<file path="config.mk">
export PLATFORM = sky130hd
export DESIGN_NAME = bitmap_slot_allocator
export DESIGN_NICKNAME = d
export VERILOG_FILES = /design/src/rtl/bsa_pkg.sv /design/src/rtl/bsa_ctrl.sv /design/src/rtl/bsa_datapath.sv /design/src/rtl/bitmap_slot_allocator.sv
export VERILOG_INCLUDE_DIRS = /design/src /design/src/rtl
export SDC_FILE = /design/constraint.sdc
export NUM_CORES = 2
export LEC_CHECK = 0
export BUFFER_PORTS_ARGS = -buffer_cell sky130_fd_sc_hd__buf_4
export CAP_MARGIN = 20
export CELL_PAD_IN_SITES_DETAIL_PLACEMENT = 0
export CELL_PAD_IN_SITES_GLOBAL_PLACEMENT = 1
export CORE_MARGIN = 5
export CORE_UTILIZATION = 50
export CTS_CLUSTER_SIZE = 14
export DETAILED_ROUTE_END_ITERATION = 8
export PLACE_DENSITY = 0.81
export SLEW_MARGIN = 10
export SYNTH_ARGS = -nofsm -noshare
export SYNTH_HDL_FRONTEND = slang
export SYNTH_SLANG_ARGS = --single-unit
</file>
<file path="constraint.sdc">
create_clock -name clk_i -period 7.3 [get_ports clk_i]
set_clock_uncertainty 0.05 [all_clocks]
set_input_delay 1.095 -clock clk_i [delete_from_list [all_inputs] [get_ports clk_i]]
set_output_delay 1.095 -clock clk_i [all_outputs]
set_load 0.01 [all_outputs]
</file>
<file path="src/rtl/bitmap_slot_allocator_defines.svh">
// ----------------------------------------------------------------------------
// Bitmap slot allocator assertion macros
// Concurrent assertion helpers clocked on clk_i, disabled while in reset.
// ----------------------------------------------------------------------------
`ifndef BITMAP_SLOT_ALLOCATOR_DEFINES_SVH
`define BITMAP_SLOT_ALLOCATOR_DEFINES_SVH

// Same-cycle implication
`define BSA_ASSERT_IMPL(lbl, ante, cons, msg) \
  lbl: assert property (@(posedge clk_i) disable iff (!rst_ni) (ante) |-> (cons)) else $error(msg);

// Next-cycle implication
`define BSA_ASSERT_NEXT(lbl, ante, cons, msg) \
  lbl: assert property (@(posedge clk_i) disable iff (!rst_ni) (ante) |=> (cons)) else $error(msg);

`endif

</file>
<file path="src/rtl/bsa_pkg.sv">
// ----------------------------------------------------------------------------
// Bitmap slot allocator package
// Sizes, transaction types, codes and the lowest-free-bit encoder.
// ----------------------------------------------------------------------------
package bsa_pkg;

  // Pool geometry
  localparam int BITS_PER_WORD = 16;
  localparam int NUM_WORDS     = 64;
  localparam int CAPACITY      = NUM_WORDS * BITS_PER_WORD;

  // Derived widths
  localparam int BIT_W   = $clog2(BITS_PER_WORD);
  localparam int WORD_AW = $clog2(NUM_WORDS);
  localparam int IDX_W   = WORD_AW + BIT_W;
  localparam int CNT_W   = WORD_AW + 1;
  localparam int HW_W    = IDX_W + 1;

  // All slots of a word free
  localparam logic [BITS_PER_WORD-1:0] WORD_MASK = '1;

  // Operation codes
  localparam logic OP_ALLOC = 1'b0;
  localparam logic OP_FREE  = 1'b1;

  // Status codes
  localparam logic [1:0] ST_OK    = 2'd0;
  localparam logic [1:0] ST_FULL  = 2'd1;
  localparam logic [1:0] ST_RANGE = 2'd2;

  typedef struct packed {
    logic             opcode;
    logic [IDX_W-1:0] free_index;
  } bsa_in_t;

  typedef struct packed {
    logic [IDX_W-1:0] slot_index;
    logic             fresh;
    logic [1:0]       status;
  } bsa_out_t;

  // Sequencer states
  typedef enum logic [1:0] {
    S_IDLE,
    S_RDSTK,
    S_RDWORD,
    S_EXEC
  } bsa_state_e;

  // Controller to datapath commands
  typedef struct packed {
    logic load;
    logic rd_stack;
    logic rd_word;
    logic exec;
  } bsa_cmd_t;

  // Position of the lowest set bit
  function automatic logic [BIT_W-1:0] lowest_set(input logic [BITS_PER_WORD-1:0] v);
    logic [BIT_W-1:0] n;
    n = '0;
    for (int i = BITS_PER_WORD - 1; i >= 0; i--) begin
      if (v[i]) n = BIT_W'(i);
    end
    return n;
  endfunction

endpackage

</file>
<file path="src/rtl/bsa_ctrl.sv">
// ----------------------------------------------------------------------------
// Bitmap slot allocator controller
// Sequences each transaction: stack read, bitmap read, update.
// ----------------------------------------------------------------------------
module bsa_ctrl (
  input  logic              clk_i,
  input  logic              rst_ni,
  input  logic              start_i,
  output logic              busy_o,
  output bsa_pkg::bsa_cmd_t cmd_o
);

  bsa_pkg::bsa_state_e state_q, state_d;

  // State register
  always_ff @(posedge clk_i or negedge rst_ni) begin
    if (!rst_ni) begin
      state_q <= bsa_pkg::S_IDLE;
    end else begin
      state_q <= state_d;
    end
  end

  // Advance through the fixed sequence
  always_comb begin
    state_d = state_q;
    cmd_o   = '0;
    busy_o  = 1'b1;
    unique case (state_q)
      bsa_pkg::S_IDLE: begin
        busy_o = 1'b0;
        if (start_i) begin
          cmd_o.load = 1'b1;
          state_d    = bsa_pkg::S_RDSTK;
        end
      end
      bsa_pkg::S_RDSTK: begin
        cmd_o.rd_stack = 1'b1;
        state_d        = bsa_pkg::S_RDWORD;
      end
      bsa_pkg::S_RDWORD: begin
        cmd_o.rd_word = 1'b1;
        state_d       = bsa_pkg::S_EXEC;
      end
      bsa_pkg::S_EXEC: begin
        cmd_o.exec = 1'b1;
        state_d    = bsa_pkg::S_IDLE;
      end
      default: begin
        state_d = bsa_pkg::S_IDLE;
      end
    endcase
  end

endmodule

</file>
<file path="src/rtl/bsa_datapath.sv">
// ----------------------------------------------------------------------------
// Bitmap slot allocator datapath
// Free-bit memory, open-word stack, counters and the result register.
// ----------------------------------------------------------------------------
module bsa_datapath (
  input  logic              clk_i,
  input  logic              rst_ni,
  input  bsa_pkg::bsa_cmd_t cmd_i,
  input  bsa_pkg::bsa_in_t  req_i,
  output logic              done_o,
  output bsa_pkg::bsa_out_t result_o
);

  localparam int BPW = bsa_pkg::BITS_PER_WORD;
  localparam int WAW = bsa_pkg::WORD_AW;
  localparam int BW  = bsa_pkg::BIT_W;
  localparam int CW  = bsa_pkg::CNT_W;
  localparam int HW  = bsa_pkg::HW_W;
  localparam int IW  = bsa_pkg::IDX_W;

  // Storage
  logic [BPW-1:0] bm_mem  [bsa_pkg::NUM_WORDS];
  logic [WAW-1:0] stk_mem [bsa_pkg::NUM_WORDS];

  bsa_pkg::bsa_in_t  req_q;
  bsa_pkg::bsa_out_t res_q, res_d;
  logic              done_q, done_d;
  logic [CW-1:0]     cnt_q, cnt_d;
  logic [HW-1:0]     hw_q, hw_d;
  logic [WAW-1:0]    top_word_q;
  logic [BPW-1:0]    bits_q;

  // Memory port controls
  logic           stk_re, bm_re, stk_we, bm_we;
  logic [WAW-1:0] stk_raddr, bm_raddr, stk_waddr, bm_waddr;
  logic [WAW-1:0] stk_wdata;
  logic [BPW-1:0] bm_wdata;

  // Update-stage helpers
  logic           is_alloc, top_ok, alloc_hit, hw_full, in_range;
  logic [BW-1:0]  low_bit;
  logic [BPW-1:0] low_onehot, cleared, open_onehot, free_onehot;
  logic [HW-1:0]  hit_slot;
  logic [CW-1:0]  cnt_m1, cnt_pop;
  logic [WAW-1:0] free_word, open_word;

  assign is_alloc  = (req_q.opcode == bsa_pkg::OP_ALLOC);
  assign top_ok    = (cnt_q != '0);
  assign cnt_m1    = cnt_q - CW'(1);
  assign cnt_pop   = cnt_q - CW'(top_ok);
  assign free_word = req_q.free_index[BW +: WAW];
  assign open_word = hw_q[BW +: WAW];
  assign in_range  = (HW'(req_q.free_index) < hw_q);
  assign hw_full   = (hw_q >= HW'(bsa_pkg::CAPACITY));

  assign low_bit     = bsa_pkg::lowest_set(bits_q);
  assign low_onehot  = BPW'(1) << low_bit;
  assign cleared     = bits_q & ~low_onehot;
  assign alloc_hit   = top_ok && (bits_q != '0);
  assign hit_slot    = HW'({top_word_q, low_bit});
  assign open_onehot = BPW'(1) << hw_q[BW-1:0];
  assign free_onehot = BPW'(1) << req_q.free_index[BW-1:0];

  // Read ports
  assign stk_re    = cmd_i.rd_stack && top_ok;
  assign stk_raddr = cnt_m1[WAW-1:0];
  assign bm_re     = cmd_i.rd_word && (is_alloc ? top_ok : in_range);
  assign bm_raddr  = is_alloc ? top_word_q : free_word;

  // Hold the request for the whole transaction
  always_ff @(posedge clk_i) begin
    if (cmd_i.load) begin
      req_q <= req_i;
    end
  end

  // Stack memory
  always_ff @(posedge clk_i) begin
    if (stk_we) begin
      stk_mem[stk_waddr] <= stk_wdata;
    end
    if (stk_re) begin
      top_word_q <= stk_mem[stk_raddr];
    end
  end

  // Free-bit memory
  always_ff @(posedge clk_i) begin
    if (bm_we) begin
      bm_mem[bm_waddr] <= bm_wdata;
    end
    if (bm_re) begin
      bits_q <= bm_mem[bm_raddr];
    end
  end

  // Update stage: allocate or release, then build the result
  always_comb begin
    stk_we    = 1'b0;
    stk_waddr = cnt_q[WAW-1:0];
    stk_wdata = free_word;
    bm_we     = 1'b0;
    bm_waddr  = free_word;
    bm_wdata  = bits_q | free_onehot;
    cnt_d     = cnt_q;
    hw_d      = hw_q;
    res_d     = res_q;
    done_d    = 1'b0;
    if (cmd_i.exec) begin
      done_d = 1'b1;
      res_d  = '0;
      if (is_alloc) begin
        if (alloc_hit) begin
          // take the lowest free slot of the top word
          bm_we            = 1'b1;
          bm_waddr         = top_word_q;
          bm_wdata         = cleared;
          res_d.slot_index = hit_slot[IW-1:0];
          if (cleared == '0) begin
            cnt_d = cnt_m1;
          end
          if (hit_slot >= hw_q) begin
            res_d.fresh = 1'b1;
            hw_d        = hit_slot + HW'(1);
          end
        end else begin
          // drop a full top word, then open a new word at the mark
          cnt_d = cnt_pop;
          if (hw_full) begin
            res_d.status = bsa_pkg::ST_FULL;
          end else begin
            bm_we    = 1'b1;
            bm_waddr = open_word;
            bm_wdata = bsa_pkg::WORD_MASK & ~open_onehot;
            if (cnt_pop < CW'(bsa_pkg::NUM_WORDS)) begin
              stk_we    = 1'b1;
              stk_waddr = cnt_pop[WAW-1:0];
              stk_wdata = open_word;
              cnt_d     = cnt_pop + CW'(1);
            end
            res_d.slot_index = hw_q[IW-1:0];
            res_d.fresh      = 1'b1;
            hw_d             = hw_q + HW'(1);
          end
        end
      end else begin
        res_d.slot_index = req_q.free_index;
        if (!in_range) begin
          res_d.status = bsa_pkg::ST_RANGE;
        end else begin
          // set the slot bit, push the word if it was full and the stack has room
          bm_we = 1'b1;
          if ((bits_q == '0) && (cnt_q < CW'(bsa_pkg::NUM_WORDS))) begin
            stk_we = 1'b1;
            cnt_d  = cnt_q + CW'(1);
          end
        end
      end
    end
  end

  // Control registers
  always_ff @(posedge clk_i or negedge rst_ni) begin
    if (!rst_ni) begin
      cnt_q  <= '0;
      hw_q   <= '0;
      done_q <= 1'b0;
    end else begin
      cnt_q  <= cnt_d;
      hw_q   <= hw_d;
      done_q <= done_d;
    end
  end

  // Result register
  always_ff @(posedge clk_i) begin
    res_q <= res_d;
  end

  assign done_o   = done_q;
  assign result_o = res_q;

endmodule

</file>
<file path="src/rtl/bitmap_slot_allocator.sv">
// ----------------------------------------------------------------------------
// Bitmap slot allocator
// Fixed-slot allocator over a free-bit map with a stack of open words.
// ----------------------------------------------------------------------------
// A transaction is accepted when start_i is high and busy_o is low. In each
// transaction the top of the open-word stack is read, then the free-bit word
// it names (or the word of the slot being released), then the bitmap, stack
// and high-water mark are updated. Because of these two dependent registered
// memory reads, a new transaction is accepted only after the last is updated.
// The result appears on result_o with done_o high for exactly one cycle, and
// cannot be held off by the receiver; busy_o is already low in that cycle,
// so the next transaction may start alongside it. Both memories are undefined
// after reset and need no clearing pass.
`include "bitmap_slot_allocator_defines.svh"

module bitmap_slot_allocator (
  input  logic              clk_i,
  input  logic              rst_ni,
  input  logic              start_i,
  input  bsa_pkg::bsa_in_t  cmd_i,
  output logic              busy_o,
  output logic              done_o,
  output bsa_pkg::bsa_out_t result_o
);

  bsa_pkg::bsa_cmd_t cmd;

  // Sequencer
  bsa_ctrl u_ctrl (
    .clk_i   (clk_i),
    .rst_ni  (rst_ni),
    .start_i (start_i),
    .busy_o  (busy_o),
    .cmd_o   (cmd)
  );

  // Storage and update logic
  bsa_datapath u_datapath (
    .clk_i    (clk_i),
    .rst_ni   (rst_ni),
    .cmd_i    (cmd),
    .req_i    (cmd_i),
    .done_o   (done_o),
    .result_o (result_o)
  );

  // Checks
  `BSA_ASSERT_NEXT(a_accept_busy, start_i && !busy_o, busy_o, "accepted transaction did not raise busy")
  `BSA_ASSERT_IMPL(a_done_after_busy, done_o, $past(busy_o), "result strobe without a running transaction")
  `BSA_ASSERT_IMPL(a_full_quiet, done_o && (result_o.status == bsa_pkg::ST_FULL), (result_o.slot_index == '0) && !result_o.fresh, "pool-full result carries a slot")
  `BSA_ASSERT_IMPL(a_fresh_ok, done_o && result_o.fresh, result_o.status == bsa_pkg::ST_OK, "fresh slot reported with error status")

endmodule
</file>
# Word level (Yosys, flattened, before mapping)
# Memories as Yosys holds them, arrays and structs flattened. A register that Yosys moved wholly into a read port is not among the register bits.
# Cells that the tools add are included.
# Widths: inputs -> output; s select.
# op_classes
n_addsub,6
reduce_logical,11
shifts,3
order_cmp,5
n_bitwise,5
multipliers,0
n_div,0
mux,79
n_eq_ne,9
# op_table
cell,count
$mux 6,15
$mux 16,4
$mux 4,16
$mux 11,5
$mux 7,7
$shl 1x4->16 const A,3
$logic_not 16->1,2
$not 16->16,2
$mux 1,26
$and 16x16->16,1
$or 16x16->16,1
$reduce_bool 16->1,1
$add 7x1->7 const B,2
$lt 7x7->1 const B,2
$add 10x1->11 const B,1
$add 11x1->11 const B,1
$ge 10x11->1,1
$ge 11x11->1 const B,1
$lt 10x11->1,1
$mux 10,1
$mux 2,4
$ne 2x2->1 const B,4
$pmux 2 s4,1
$reduce_and 4->1,2
other kinds (10),14
# word_totals
reg_bits,45
mem_bits_rw,1408
mem_bits_ro,0
in_bits,14
out_inout_bits,15
mem_count,2
latchBits,0
# memory_table
name,words,width,read_ports,rd_ports_with_merged_regs,wr,line,rtl
u_datapath.bm_mem,64,16,1,1,1,bsa_datapath.sv:22,logic [BPW-1:0] bm_mem [bsa_pkg::NUM_WORDS];
u_datapath.stk_mem,64,6,1,1,1,bsa_datapath.sv:23,logic [WAW-1:0] stk_mem [bsa_pkg::NUM_WORDS];

# Depth between registers and ports, before layout
# depth
word_depth,23
ltp_mapped,21
ltp_nobuf,16

# Cells and area by module
# A second synthesis with hierarchy kept.
# hier_totals
cells_unflattened,3122
area_unflattened_um2,59877.4
# by_module_without_submodules
mod,cells_per_inst,seq_area_each_um2,instances,area_per_inst_um2
bsa_datapath,3107,44137.3,1,59703.5
bsa_ctrl,15,50.0,1,173.9

# Worst setup path after synthesis
# OpenSTA, ideal clock, no wires.
# synth_path
path_kind,reg2reg
start,register u_datapath.cnt_q[0]
end,memory u_datapath.stk_mem[0][0] (netlist bit) (data pin)
setup_time_ns,0.702
path_buffers,6
path_slack_ns,0.226
path_stages_with_launch,19
t_arrival_ns,6.322
path_cell_list,dfrtp_1 -> clkbuf_1 -> buf_1 -> clkbuf_1 -> inv_1 -> ha_1 -> nand2b_1 -> nor3_2 -> inv_2 -> ha_1 -> ha_1 -> clkbuf_1 -> inv_1 -> o31a_1 -> nor3_2 -> nand3_1 -> clkbuf_1 -> clkbuf_1 -> o21ai_0
# synth_between
elab_chain_len,8
elab_cells_between_ends,9
cone_classes,add/sub (1); order compare (1); mux (5); reduce/logical (2)
# synth_lines
element,line,rtl
from (decl),bsa_datapath.sv:28,"logic [CW-1:0] cnt_q, cnt_d;"
from (signal assigned),bsa_datapath.sv:169,cnt_q <= cnt_d;
$reduce_bool 7->1,bsa_datapath.sv:48,assign top_ok = (cnt_q != '0);
$sub 7x1->7,bsa_datapath.sv:50,assign cnt_pop = cnt_q - CW'(top_ok);
$lt 7x7->1,bsa_datapath.sv:135,if (cnt_pop < CW'(bsa_pkg::NUM_WORDS)) begin
$mux 6,bsa_datapath.sv:135,
$mux 6,bsa_datapath.sv:129,if (hw_full) begin
$mux 6 (*),bsa_datapath.sv:113,if (alloc_hit) begin
$mux 6 (*),bsa_datapath.sv:112,if (is_alloc) begin
$mux 6 (*),bsa_datapath.sv:109,if (cmd_i.exec) begin
net u_datapath.stk_wdata[0],bsa_datapath.sv:36,logic [WAW-1:0] stk_wdata;
to (decl),bsa_datapath.sv:23,
# Mark *: on every way through the listed nets, which the timed path passes. The rest lies on a longest branch.

# Worst setup path after layout
# layout_path
start,register u_datapath.cnt_q[3]
end,"memory u_datapath.stk_mem[34][0] (netlist bit), enable pin"
# layout_between
elab_chain_len,10
elab_cells_between_ends,20
cone_classes,add/sub (1); order compare (2); mux (14); reduce/logical (3)
# layout_lines
element,line,rtl
$reduce_bool 7->1,bsa_datapath.sv:48,
$sub 7x1->7,bsa_datapath.sv:50,
$lt 7x7->1,bsa_datapath.sv:135,
$mux 1,bsa_datapath.sv:135,
$mux 1,bsa_datapath.sv:129,
$mux 1,bsa_datapath.sv:113,
$mux 1,bsa_datapath.sv:112,
$mux 1,bsa_datapath.sv:109,
$mux 1,bsa_datapath.sv:79,if (stk_we) begin
$mux 1 (implied by the code),bsa_datapath.sv:80,stk_mem[stk_waddr] <= stk_wdata;
# Several ways; a longest one is shown, not always the timed one.

==> flow_summary.json <==
{
  "yosysSeqAreaShare_pct": 74.0,
  "diodes": 0,
  "powerDensity_mw_per_mm2": 393,
  "min_period_ns": 5.49,
  "cts_sinks": 1475,
  "cts_tree": "yes",
  "layout_setup_ws_ns": 1.81,
  "ys_types": 81,
  "yosysTopAreaCell": "edfxtp_1",
  "setup_tns_ns": 0,
  "cts_root_buf": "clkbuf_16",
  "synth_commonest_cells": "edfxtp_1, mux4_2, nand2_1",
  "required_ns": 7.66,
  "grt_pass1_wl_um": 218000,
  "grtUsageMet2_pct": 36.7,
  "first_iter_violations": 4242,
  "synth-main-ff-cell": "edfxtp_1",
  "clkTransAtPathRegs_ns": 0.07,
  "path_class": "reg2reg",
  "fillerInstances": 8600,
  "yosys-top-cells-area": "edfxtp_1, mux4_2, nand2_1",
  "grt_max_degree": 129,
  "synth.most_common_cell": "edfxtp_1",
  "synth_top_area_share_pct": 73.1,
  "syn_to_final_growth_pct": 12.2,
  "insertion_delay_ns": 0.78,
  "grt_pass1_vias": 31900,
  "synthesis.area_mm2": 0.0598,
  "multiInputGateArea_mm2": 0.0150,
  "rsz0062_at_grt": "no",
  "outcome": "complete, but fails checks",
  "synthCells": 3125,
  "gr-usage-met1_pct": 32.8,
  "core_mm2": 0.118,
  "slew_viol_final": 0,
  "synth_simple_gate_area_share_pct": 4.45,
  "yosysWarnings": 0,
  "ant_nets": 0,
  "syn_avg_cell_area_um2": 19.1,
  "r2r_cells": 13,
  "synth_compound_area_share_pct": 4.82,
  "dr_total_vias": 31800,
  "power.leakage_nw": 21.1,
  "start_util_pct": 50.5,
  "seq_area_mm2": 0.0442,
  "setup_viol_count_final": 0,
  "pre_cts_ws_ns": 1.89,
  "dpl.hpwl_um": 86600,
  "die_area_mm2": 0.127,
  "post_drt_wl_per_cell_um": 29.8,
  "cap_viol_max_count": 0,
  "ir_worst_vdd_mv": 0.350,
  "grt_busiest_layer": "met2",
  "hold_buffers": 0,
  "post_cts_buffers": 0,
  "endpoint_kind": "flop",
  "path_cells": "or3_1 -> nor3_2 -> inv_2 -> ha_1 -> ha_1 -> inv_1 -> nor4_1 -> nor3_2 -> nand3_1 -> a21oi_1 -> nor3b_1 -> nand2_1 -> nor2_1",
  "synth_edf_count": 1454,
  "syn_nets": 3168,
  "crit_fanout": 13,
  "fmaxAchievable_ghz": 0.182,
  "cts_resized": 0,
  "hp-class": "in2async",
  "finalCritPeriodShare_pct": 75.3,
  "synth_xor_area_share_pct": 0.235,
  "cp.arrival_ns": 5.85,
  "slowest_stage": "nor2_1",
  "grt_use_total_pct": 23.4,
  "die_h_um": 356,
  "cts_buffers": 145,
  "max_slew.worst_pin.slew_ns": 1.12,
  "pin_count": 29,
  "synth_top_family_by_area": "multiplexers",
  "yosys-mux-area-fraction_pct": 14.5,
  "violations": "DRC",
  "clk_path_buf_depth": 3,
  "first_pass_iters": 9,
  "rows": 126,
  "fin_hold_ws_ns": 0.167,
  "crit_path_start_kind": "flop",
  "drc": 1,
  "nets": 3272,
  "drive_gt1_share_pct": 23.2,
  "port-buffer-count": 28,
  "wl_um": 147000,
  "use_met3_pct": 3.97,
  "fin_util_pct": 56.6,
  "grt_overflow": 0,
  "critPathMaxStageDelay_ns": 0.65,
  "slew_headroom_pct": 24.6,
  "cts_max_level": 4,
  "die_x_um": 356,
  "gp_congestion": 0.924,
  "antenna_found_initial": 0,
  "routed_via_density": 6.43,
  "synthArstFlopShare_pct": 1.42,
  "hold_violations": 0,
  "synthAdderAreaFrac_pct": 0.607,
  "ys_seq_elements": 1475
}
power breakdown:
part           total [mW]  leakage [nW]  switching [mW]  internal (mW)
sequential           11.1          13.3           0.324           10.8
combinational        8.00          5.51            5.16           2.84
clock                7.22          2.22            3.12           4.10
cell type report:
cell class	count	area share (%)
inverter	36	0.202
multi-input combinational	1429	22.4
tap	1600	2.99
clock buffer	181	5.72
clock inverter	76	1.07
sequential	1475	65.9
timing repair buffer	142	1.74
cells in the final DEF (no fill, tap or decap), types with 31 or more instances in the layout:
cell / count
nand2_1: 217
a311oi_1: 38
a21oi_1: 77
mux4_2: 382
nor2_1: 175
a211oi_1: 87
and2_1: 64
o21ai_0: 47
a31oi_1: 42
clkinv_1: 31
edfxtp_1: 1454
clkbuf_16: 148
buf_4: 133
clkbuf_1: 32
inv_1: 33
worst max-delay path: cells and delay by family (launching register included):
kind	cells	cell delay, ns
and+or+nand+nor	8	3.38
buffers and inverters	2	0.27
DFF	1	0.55
AOI/OAI and AO/OA	1	0.34
adders and majority gates	2	0.53
per-stage QoR:
step           cells  power [mW]  area (um^2)
2_1_floorplan   3125        16.2        59800
3_3_place_gp    4679        19.0        62400
3_5_place_dp    4681        19.2        62500
4_1_cts         4938        26.4        67000
5_1_grt         4939        27.3        67000
6_report        4939        26.3        67000
worst paths after layout:
kind                                startpoint  slack, ns                   endpoint
min                                     rst_ni       0.17          u_ctrl.state_q[1]
max in group asynchronous               rst_ni       6.71        u_datapath.cnt_q[0]
min reg2reg                 u_datapath.hw_q[9]       0.44         u_datapath.hw_q[9]
max                        u_datapath.cnt_q[3]       1.81  u_datapath.stk_mem[34][0]
min in group clk_i                    cmd_i[5]       0.44    u_datapath.free_word[1]
max reg2reg                u_datapath.cnt_q[3]       1.81  u_datapath.stk_mem[34][0]
state kept, by name, summed over array words and instances (netlist names):
| name | flops |
|---|---|
| u_ctrl.state_q | 2 |
| u_datapath.bits_q | 16 |
| u_datapath.bm_mem | 1024 |
| u_datapath.cnt_q | 7 |
| u_datapath.done_o | 1 |
| u_datapath.free_word | 6 |
| u_datapath.hw_q | 11 |
| u_datapath.req_q | 5 |
| u_datapath.result_o | 13 |
| u_datapath.stk_mem | 384 |
| u_datapath.top_word_q | 6 |
cells by family (layout without fill, tap and decap cells):
logic type                 after synthesis  in the layout
buffers and inverters                  221            435
DFF                                   1475           1475
and+or+nand+nor                        580            580
xor gates and xnor gates                16             16
adders and majority gates               29             29
muxes                                  387            387
AOI/OAI and AO/OA                      417            417
per-layer routing:
metal / part of all wire [%] / up-vias
met4: 4.7 / 0
li1: - / 13100
met2: 48 / 1998
met3: 9.1 / 310
met1: 38 / 16400
met5: 0 / -
Note: power is estimated with default switching activity, not from simulation.
